## src/tga_pixel_stream_decoder_top_defines.svh

```systemverilog
// ----------------------------------------------------------------------------
// tga pixel stream decoder assertion macros
// Shared assertion wrappers; NO_ASSERTIONS compiles them away.
// ----------------------------------------------------------------------------
`ifndef TGA_PIXEL_STREAM_DECODER_TOP_DEFINES_SVH
`define TGA_PIXEL_STREAM_DECODER_TOP_DEFINES_SVH

`ifndef NO_ASSERTIONS

// same-cycle implication
`define TPSD_ASSERT_IMP(lbl, ante, cons, msg) \
    lbl: assert property (@(posedge clk) disable iff (!rst_n) (ante) |-> (cons)) \
        else $error(msg);

// next-cycle implication
`define TPSD_ASSERT_NXT(lbl, ante, cons, msg) \
    lbl: assert property (@(posedge clk) disable iff (!rst_n) (ante) |=> (cons)) \
        else $error(msg);

`else

`define TPSD_ASSERT_IMP(lbl, ante, cons, msg)
`define TPSD_ASSERT_NXT(lbl, ante, cons, msg)

`endif

`endif

```

## src/tpsd_pkg.sv

```systemverilog
`timescale 1ns / 1ps
// ----------------------------------------------------------------------------
// tpsd_pkg
// Types, register indexes, status codes and format decode for the decoder.
// ----------------------------------------------------------------------------
package tpsd_pkg;

    localparam int CfgAddrW = 2;
    localparam int CfgDataW = 32;

    localparam logic [CfgAddrW-1:0] REG_IMAGE_TYPE  = 2'd0;
    localparam logic [CfgAddrW-1:0] REG_PIXEL_DEPTH = 2'd1;
    localparam logic [CfgAddrW-1:0] REG_PIXEL_COUNT = 2'd2;

    localparam logic [7:0] TYPE_RAW  = 8'd2;
    localparam logic [7:0] TYPE_GREY = 8'd3;
    localparam logic [7:0] TYPE_RLE  = 8'd10;

    localparam logic [7:0] DEPTH_16 = 8'd16;
    localparam logic [7:0] DEPTH_24 = 8'd24;
    localparam logic [7:0] DEPTH_32 = 8'd32;

    localparam logic [1:0] ST_OK          = 2'd0;
    localparam logic [1:0] ST_OVERFLOW    = 2'd1;
    localparam logic [1:0] ST_UNSUPPORTED = 2'd2;

    localparam logic [7:0] RUN_FLAG    = 8'h80;
    localparam logic [7:0] RUN_BIAS    = 8'd127;
    localparam logic [7:0] ALPHA_OPAQUE = 8'hFF;
    localparam logic [4:0] FIELD_MASK  = 5'h1F;

    typedef struct packed {
        logic [7:0]  image_type;
        logic [7:0]  pixel_depth;
        logic [31:0] pixel_count;
    } cfg_t;

    typedef struct packed {
        logic [1:0] status;
        logic       end_of_image;
        logic [7:0] run_length;
        logic [7:0] alpha;
        logic [7:0] red;
        logic [7:0] green;
        logic [7:0] blue;
    } res_t;

    typedef struct packed {
        logic res_valid;
        logic halted;
    } core_stat_t;

    // bytes per pixel, 0 for an unsupported type and depth pair
    function automatic logic [2:0] bytes_per_pixel(input logic [7:0] itype,
                                                   input logic [7:0] depth);
        logic [2:0] n;
        n = 3'd0;
        if (itype == TYPE_GREY)
        begin
            n = 3'd1;
        end
        else if (itype == TYPE_RAW)
        begin
            if (depth == DEPTH_16)
                n = 3'd2;
            else if (depth == DEPTH_24)
                n = 3'd3;
            else if (depth == DEPTH_32)
                n = 3'd4;
        end
        else if (itype == TYPE_RLE)
        begin
            if (depth == DEPTH_24)
                n = 3'd3;
            else if (depth == DEPTH_32)
                n = 3'd4;
        end
        return n;
    endfunction

endpackage

```

## src/tpsd_core.sv

```systemverilog
`timescale 1ns / 1ps
// ----------------------------------------------------------------------------
// tpsd_core
// Decoder state and per-byte decode: packet parsing, pixel assembly, tally.
// ----------------------------------------------------------------------------
module tpsd_core
    import tpsd_pkg::*;
(
    input  logic       clk,
    input  logic       rst_n,
    input  cfg_t       cfg,
    input  logic       accept,
    input  logic [7:0] data_byte,
    output res_t       res,
    output core_stat_t stat
);

    logic        expect_hdr_reg,   expect_hdr_next;
    logic        is_run_reg,       is_run_next;
    logic [7:0]  remaining_reg,    remaining_next;
    logic [1:0]  bip_reg,          bip_next;
    logic [23:0] partial_reg,      partial_next;
    logic [31:0] pixels_done_reg,  pixels_done_next;
    logic        halted_reg,       halted_next;

    logic [2:0]  bpp;
    logic        all_done;
    logic [7:0]  left8;
    logic        pix_done;
    logic [23:0] partial_or;
    logic [15:0] word16;
    logic [7:0]  px_b, px_g, px_r, px_a;
    logic [32:0] sum_run;
    logic        run_over;
    logic [31:0] inc_one;
    logic        res_valid;

    always_comb
    begin
        bpp      = bytes_per_pixel(cfg.image_type, cfg.pixel_depth);
        all_done = pixels_done_reg >= cfg.pixel_count;
        // only the low byte matters: a clipped run is shorter than 128
        left8    = all_done ? 8'd0 : (cfg.pixel_count[7:0] - pixels_done_reg[7:0]);
        pix_done = ({1'b0, bip_reg} + 3'd1) >= bpp;

        case (bip_reg)
            2'd0:    partial_or = partial_reg | {16'd0, data_byte};
            2'd1:    partial_or = partial_reg | {8'd0, data_byte, 8'd0};
            2'd2:    partial_or = partial_reg | {data_byte, 16'd0};
            default: partial_or = partial_reg;
        endcase

        word16 = {data_byte, partial_reg[7:0]};
        case (bpp)
            3'd1:
            begin
                px_b = data_byte;
                px_g = data_byte;
                px_r = data_byte;
                px_a = data_byte;
            end
            3'd2:
            begin
                px_b = {word16[4:0] & FIELD_MASK, 3'd0};
                px_g = {word16[9:5] & FIELD_MASK, 3'd0};
                px_r = {word16[14:10] & FIELD_MASK, 3'd0};
                px_a = 8'd0;
            end
            3'd3:
            begin
                px_b = partial_reg[7:0];
                px_g = partial_reg[15:8];
                px_r = data_byte;
                px_a = ALPHA_OPAQUE;
            end
            default:
            begin
                px_b = partial_reg[7:0];
                px_g = partial_reg[15:8];
                px_r = partial_reg[23:16];
                px_a = data_byte;
            end
        endcase

        sum_run  = {1'b0, pixels_done_reg} + {25'd0, remaining_reg};
        run_over = all_done ? (remaining_reg != 8'd0)
                            : (sum_run > {1'b0, cfg.pixel_count});
        inc_one  = pixels_done_reg + 32'd1;
    end

    always_comb
    begin
        expect_hdr_next  = expect_hdr_reg;
        is_run_next      = is_run_reg;
        remaining_next   = remaining_reg;
        bip_next         = bip_reg;
        partial_next     = partial_reg;
        pixels_done_next = pixels_done_reg;
        halted_next      = halted_reg;
        res_valid        = 1'b0;
        res              = '0;

        if (accept && !halted_reg)
        begin
            if (bpp == 3'd0)
            begin
                halted_next = 1'b1;
                res_valid   = 1'b1;
                res.status  = ST_UNSUPPORTED;
            end
            else if (cfg.image_type == TYPE_RLE && expect_hdr_reg)
            begin
                if (!all_done)
                begin
                    is_run_next     = data_byte >= RUN_FLAG;
                    remaining_next  = (data_byte >= RUN_FLAG) ? (data_byte - RUN_BIAS)
                                                              : (data_byte + 8'd1);
                    expect_hdr_next = 1'b0;
                    bip_next        = 2'd0;
                    partial_next    = 24'd0;
                end
            end
            else if (cfg.image_type == TYPE_RLE || !all_done)
            begin
                if (!pix_done)
                begin
                    partial_next = partial_or;
                    bip_next     = bip_reg + 2'd1;
                end
                else
                begin
                    partial_next = 24'd0;
                    bip_next     = 2'd0;
                    res_valid    = 1'b1;
                    res.blue     = px_b;
                    res.green    = px_g;
                    res.red      = px_r;
                    res.alpha    = px_a;
                    if (cfg.image_type == TYPE_RLE && is_run_reg)
                    begin
                        remaining_next  = 8'd0;
                        expect_hdr_next = 1'b1;
                        if (run_over)
                        begin
                            halted_next      = 1'b1;
                            res.run_length   = left8;
                            res.end_of_image = 1'b1;
                            res.status       = ST_OVERFLOW;
                        end
                        else
                        begin
                            pixels_done_next = sum_run[31:0];
                            res.run_length   = remaining_reg;
                            res.end_of_image = sum_run[31:0] == cfg.pixel_count;
                        end
                    end
                    else if (cfg.image_type == TYPE_RLE && all_done)
                    begin
                        // raw packet pixel beyond the image
                        halted_next = 1'b1;
                        res         = '0;
                        res.status  = ST_OVERFLOW;
                    end
                    else
                    begin
                        pixels_done_next = inc_one;
                        res.run_length   = 8'd1;
                        res.end_of_image = inc_one == cfg.pixel_count;
                        if (cfg.image_type == TYPE_RLE)
                        begin
                            remaining_next = remaining_reg - 8'd1;
                            if (remaining_reg == 8'd1)
                                expect_hdr_next = 1'b1;
                        end
                    end
                end
            end
        end
    end

    always_ff @(posedge clk or negedge rst_n)
    begin
        if (!rst_n)
        begin
            expect_hdr_reg  <= 1'b1;
            is_run_reg      <= 1'b0;
            remaining_reg   <= 8'd0;
            bip_reg         <= 2'd0;
            partial_reg     <= 24'd0;
            pixels_done_reg <= 32'd0;
            halted_reg      <= 1'b0;
        end
        else
        begin
            expect_hdr_reg  <= expect_hdr_next;
            is_run_reg      <= is_run_next;
            remaining_reg   <= remaining_next;
            bip_reg         <= bip_next;
            partial_reg     <= partial_next;
            pixels_done_reg <= pixels_done_next;
            halted_reg      <= halted_next;
        end
    end

    assign stat.res_valid = res_valid;
    assign stat.halted    = halted_reg;

endmodule

```

## src/tga_pixel_stream_decoder_top.sv

```systemverilog
`timescale 1ns / 1ps
// ----------------------------------------------------------------------------
// tga_pixel_stream_decoder_top
// Decodes the pixel-data bytes of a TGA image into BGRA pixel words.
// ----------------------------------------------------------------------------
// usage
//   s_*: one pixel-data byte per word, taken when s_tvalid and s_tready are high.
//   m_*: one decoded pixel per word; tlast marks the word that completes the
//        image, tuser carries the status (ok, overflow, unsupported format).
//   cfg_*: image type, pixel depth and pixel count, written while idle.
// timing
//   one byte per cycle while s_tready is high; the byte that completes a
//   result registers it into the buffer. All decode runs between the decoder
//   state registers and a two-word output buffer (output register plus skid).
// stall
//   with m_tready low the buffer absorbs one more word, then s_tready drops
//   until the receiver takes a word.
// reset
//   rst_n clears the decoder state, empties the buffer and restores the
//   registers to type 2, depth 24, count 0. An error halts the block until
//   reset; bytes are then taken and dropped.
// ----------------------------------------------------------------------------
`include "tga_pixel_stream_decoder_top_defines.svh"

module tga_pixel_stream_decoder_top
    import tpsd_pkg::*;
(
    input  logic                clk,
    input  logic                rst_n,
    input  logic                cfg_we,
    input  logic [CfgAddrW-1:0] cfg_addr,
    input  logic [CfgDataW-1:0] cfg_wdata,
    input  logic                s_tvalid,
    output logic                s_tready,
    input  logic [7:0]          s_tdata,   // data_byte
    output logic                m_tvalid,
    input  logic                m_tready,
    output logic [39:0]         m_tdata,   // blue, green, red, alpha, run_length
    output logic                m_tlast,   // end_of_image
    output logic [1:0]          m_tuser    // status
);

    cfg_t       cfg_reg;
    res_t       core_res;
    core_stat_t core_stat;
    res_t       out_reg;
    res_t       skid_reg;
    logic       out_valid_reg;
    logic       skid_valid_reg;
    logic       s_accept;
    logic       pop;
    logic       push;

    always_ff @(posedge clk or negedge rst_n)
    begin
        if (!rst_n)
        begin
            cfg_reg.image_type  <= TYPE_RAW;
            cfg_reg.pixel_depth <= DEPTH_24;
            cfg_reg.pixel_count <= 32'd0;
        end
        else if (cfg_we)
        begin
            unique case (cfg_addr)
                REG_IMAGE_TYPE:  cfg_reg.image_type  <= cfg_wdata[7:0];
                REG_PIXEL_DEPTH: cfg_reg.pixel_depth <= cfg_wdata[7:0];
                REG_PIXEL_COUNT: cfg_reg.pixel_count <= cfg_wdata;
                default:         ;
            endcase
        end
    end

    assign s_tready = !skid_valid_reg;
    assign s_accept = s_tvalid && s_tready;

    tpsd_core u_core (
        .clk       (clk),
        .rst_n     (rst_n),
        .cfg       (cfg_reg),
        .accept    (s_accept),
        .data_byte (s_tdata),
        .res       (core_res),
        .stat      (core_stat)
    );

    assign pop  = out_valid_reg && m_tready;
    assign push = core_stat.res_valid;

    always_ff @(posedge clk or negedge rst_n)
    begin
        if (!rst_n)
        begin
            out_valid_reg  <= 1'b0;
            skid_valid_reg <= 1'b0;
        end
        else if (skid_valid_reg)
        begin
            if (pop)
                skid_valid_reg <= 1'b0;
        end
        else if (push)
        begin
            if (!out_valid_reg || pop)
                out_valid_reg <= 1'b1;
            else
                skid_valid_reg <= 1'b1;
        end
        else if (pop)
        begin
            out_valid_reg <= 1'b0;
        end
    end

    always_ff @(posedge clk)
    begin
        if (skid_valid_reg)
        begin
            if (pop)
                out_reg <= skid_reg;
        end
        else if (push)
        begin
            if (!out_valid_reg || pop)
                out_reg <= core_res;
            else
                skid_reg <= core_res;
        end
    end

    assign m_tvalid = out_valid_reg;
    assign m_tdata  = {out_reg.run_length, out_reg.alpha, out_reg.red,
                       out_reg.green, out_reg.blue};
    assign m_tlast  = out_reg.end_of_image;
    assign m_tuser  = out_reg.status;

    // halt is sticky until reset
    `TPSD_ASSERT_NXT(a_halt_sticky, core_stat.halted, core_stat.halted,
                     "decoder left the halted state")
    // a halted decoder produces nothing
    `TPSD_ASSERT_IMP(a_halt_silent, core_stat.halted, !core_stat.res_valid,
                     "result produced while halted")
    // the skid word only exists behind a held output word
    `TPSD_ASSERT_IMP(a_skid_order, skid_valid_reg, out_valid_reg && !$past(m_tready),
                     "skid word without a stalled output word")
    // a word on the output is never dropped while stalled
    `TPSD_ASSERT_NXT(a_out_hold, out_valid_reg && !m_tready, out_valid_reg,
                     "output word lost during stall")

endmodule
```

## config.mk

```make
export PLATFORM = sky130hd
export DESIGN_NAME = tga_pixel_stream_decoder_top
export DESIGN_NICKNAME = d
export VERILOG_FILES = /design/src/tpsd_pkg.sv /design/src/tpsd_core.sv /design/src/tga_pixel_stream_decoder_top.sv
export VERILOG_INCLUDE_DIRS = /design/src /design/src/src
export SDC_FILE = /design/constraint.sdc
export NUM_CORES = 1
export LEC_CHECK = 0
export BUFFER_PORTS_ARGS = -buffer_cell sky130_fd_sc_hd__clkbuf_2
export CAP_MARGIN = 10
export CORE_MARGIN = 4
export CORE_UTILIZATION = 60
export DETAILED_ROUTE_END_ITERATION = 8
export PLACE_DENSITY = 0.89
export SETUP_SLACK_MARGIN = 0.5
export SKIP_CTS_REPAIR_TIMING = 1
export SYNTH_ARGS = -nofsm -noshare
export SYNTH_HDL_FRONTEND = slang
export SYNTH_SLANG_ARGS = --single-unit
```

## constraint.sdc

```tcl
create_clock -name clk -period 6.85 [get_ports clk]
set_clock_uncertainty 0.1 [all_clocks]
set_input_delay 1.37 -clock clk [delete_from_list [all_inputs] [get_ports clk]]
set_output_delay 1.37 -clock clk [all_outputs]
set_load 0.01 [all_outputs]
```

==> results.yml <==
status:
  status: "finished, final reports clean"
critical_path:
  criticalPathCategory: "reg2reg"
  startpoint_type: "flip-flop"
  path_max_fanout: 38
  critPathArrivalTime_ns: 6.28
  r2r-end: "u_core.pixels_done_reg[25]$_DFFE_PN0P_"
  rrSetupSlack_ns: 0.92
  cp.required_ns: 7.19
  timing.rr.start: "u_core.pixels_done_reg[1]$_DFFE_PN0P_"
  reg2regPathDepth: 19
  endpoint_kind: "flip-flop"
cts:
  cts_buffers: 23
  tritoncts: "done"
  path_clk_slew_ns: 0.07
  numClockSinks: 205
  cts_max_path_buffers: 3
  clockRootBuffer: "clkbuf_16"
  htreeDepth: 1
  clock_latency_ns: 0.53
min_path:
  hold_class: "reg2reg"
  hp-start: "u_core.partial_reg[16]$_DFFE_PN0P_"
  min_to: "u_core.partial_reg[16]$_DFFE_PN0P_"
  whs_path_depth: 2
place:
  placed_area_um2: 13500
  dp.cells: 1618
  place_ws_ns: 0.973
  gp_congestion: 0.969
  port_buffers: 91
  hpwl_mm: 24.5
routing:
  drtIter0Drc: 1093
  routedWlPerCell_um: 20.8
  vias_per_cell: 6.51
  dr.pass1.iters: 6
  drt_wl_total_mm: 34.5
  drc: 0
  via_count: 10800
  ant_nets: 0
finish:
  finalNonFillerCells: 1660
  stdcell_area_um2: 14200
  diodes: 0
  finalNetCount: 1509
  fin_util: 0.676
  syn_to_final_growth_pct: 10.7
  layout-drive-gt1-share: 0.152
  largest_reg_flops: 48
synth:
  syn-num-nets: 1452
  syn_avg_cell_area_um2: 9.82
  yosys_warnings: 0
  synthDistinctLibCells: 80
  ys.flop_type: "dfrtp_1"
  netlist_area_um2: 12900
  yosysSeqAreaShare: 0.432
  synth-edff-count: 86
  synth_seq_cells: 205
  syn_inst: 1311
  async_flop_share: 0.580
floorplanning:
  core_um2: 21100
  start_util: 0.611
  die_x_um: 154
  pin_count: 92
  die_area_um2: 23900
  rows: 53
  die_h_um: 154
global_routing:
  grtUsageTotal: 0.280
  grt-ovfl-total: 0
  grt_pass1_wl_mm: 54.7
  antenna_found_initial: 0
  grt_pass1_vias: 10300
  grt_max_degree: 70
sta:
  hold_violations: 0
  finalSetupViolations: 0
  timing.hold.ws_ns: 0.403
  worst_slew_pin_slew_ns: 1.15
  post-route-min-period_ns: 5.93
  rsz0062_at_grt: "no"
  fin_tns_setup_ns: 0
  drv_slew: 0
  fin_ws_ns: 0.918
  fmax_ghz: 0.169
  post-route-period-util: 0.866
  relSlewSlack: 0.229
run:
  cap_violations: 0
pwr:
  p_leak_nw: 6.35
  powerDensity_nw_per_um2: 230
  finalPower_mw: 3.28
  max-vdd-ir-drop_mv: 0.131
[layout by cell type, fill, tap and decap left out, types with 13 or more instances in the layout]
cell       instances
nand2_1          132
dfrtp_1          115
a21oi_1           98
nor2_1            97
ha_1              92
clkbuf_2          90
edfxtp_1          86
xnor2_1           66
inv_1             54
mux2_2            50
o21ai_0           47
a21o_1            46
nand3_1           45
xor2_1            39
nand4_1           29
clkbuf_16         23
a31oi_1           20
nor3_1            17
and3_1            14
and2_1            13
[report_power, final]
part           internal (mW)  switching, mW  total, mW
registers               1.40         0.0816       1.48
logic                  0.221          0.319      0.539
clock network          0.735          0.528       1.26
total                   2.35          0.928       3.28
[Yosys cell counts, drive strengths merged (8+ instances only)]
cell	count	area share
mux2	50	0.044
nor3	17	0.0066
buf	19	0.0085
and3	14	0.0068
clkbuf	50	0.015
nand3b	8	0.0047
nand2	132	0.038
o21ai	54	0.021
and2	14	0.0068
a21o	46	0.027
inv	54	0.016
nand4	30	0.015
nor3b	10	0.0070
nand3	46	0.019
nand2b	10	0.0049
ha	92	0.089
xor2	39	0.027
dfrtp	115	0.22
nor2b	10	0.0049
edfxtp	86	0.20
or3	8	0.0039
nor2	99	0.030
xnor2	66	0.045
a31oi	20	0.0097
a21oi	99	0.038
[critical path: stages (launching register included)]
cell and delay, ns:
dfrtp_1 0.50, ha_1 0.36, a211oi_1 0.22, nor2_1 0.11, o211ai_1 0.17, nand2_1 0.10
a41oi_1 0.42, or2_2 0.37, nor3_1 0.11, xor2_1 0.17, ha_1 0.31, nand4_1 0.12
or4_1 0.55, or4_1 0.58, o221a_2 0.16, or2_1 0.35, a311oi_4 0.30, buf_6 0.34
nor4b_2 0.30, xor2_1 0.17
[how the worst max path moves through the flow]
stage,slack [ns],to,depth (start not counted),from
finish,0.92,u_core.pixels_done_reg[25]$_DFFE_PN0P_,19,u_core.pixels_done_reg[1]$_DFFE_PN0P_
detailed placement,0.97,u_core.pixels_done_reg[25]$_DFFE_PN0P_,19,u_core.pixels_done_reg[1]$_DFFE_PN0P_
global route,0.55,u_core.pixels_done_reg[25]$_DFFE_PN0P_,19,u_core.pixels_done_reg[2]$_DFFE_PN0P_
floorplan,0.62,skid_reg[0]$_DFFE_PP_,11,cfg_reg[19]$_DFFE_PN0P_
global placement,1.12,u_core.pixels_done_reg[25]$_DFFE_PN0P_,20,u_core.pixels_done_reg[0]$_DFFE_PN0P_
CTS,0.91,u_core.pixels_done_reg[25]$_DFFE_PN0P_,19,u_core.pixels_done_reg[1]$_DFFE_PN0P_
[cells by family after synthesis]
group                      count (synthesis)  synth area share
adders and majority gates                 95            0.0933
AOI/OAI and AO/OA                        300             0.150
muxes                                     53            0.0461
buffers and inverters                    123            0.0391
and+or+nand+nor                          430             0.168
xor gates and xnor gates                 105            0.0714
DFF                                      205             0.432
[area by class of cell]
class	count	area (µm²)
fillers	1603	6840
inverters	54	203
clock buffers	27	591
clock inverters	15	168
multi-input cells	983	6840
flip-flops and latches	205	5570
well taps	275	344
repair buffers	101	537
[per-layer routing]
layer / track usage / part of all wire / up-vias
li1: - / - / 4855
met1: 0.393 / 0.41 / 5227
met2: 0.442 / 0.46 / 609
met3: 0.0520 / 0.097 / 114
met4: 0.0938 / 0.035 / 0
met5: 0 / 0 / -
Power figures use the tool's default switching activity.
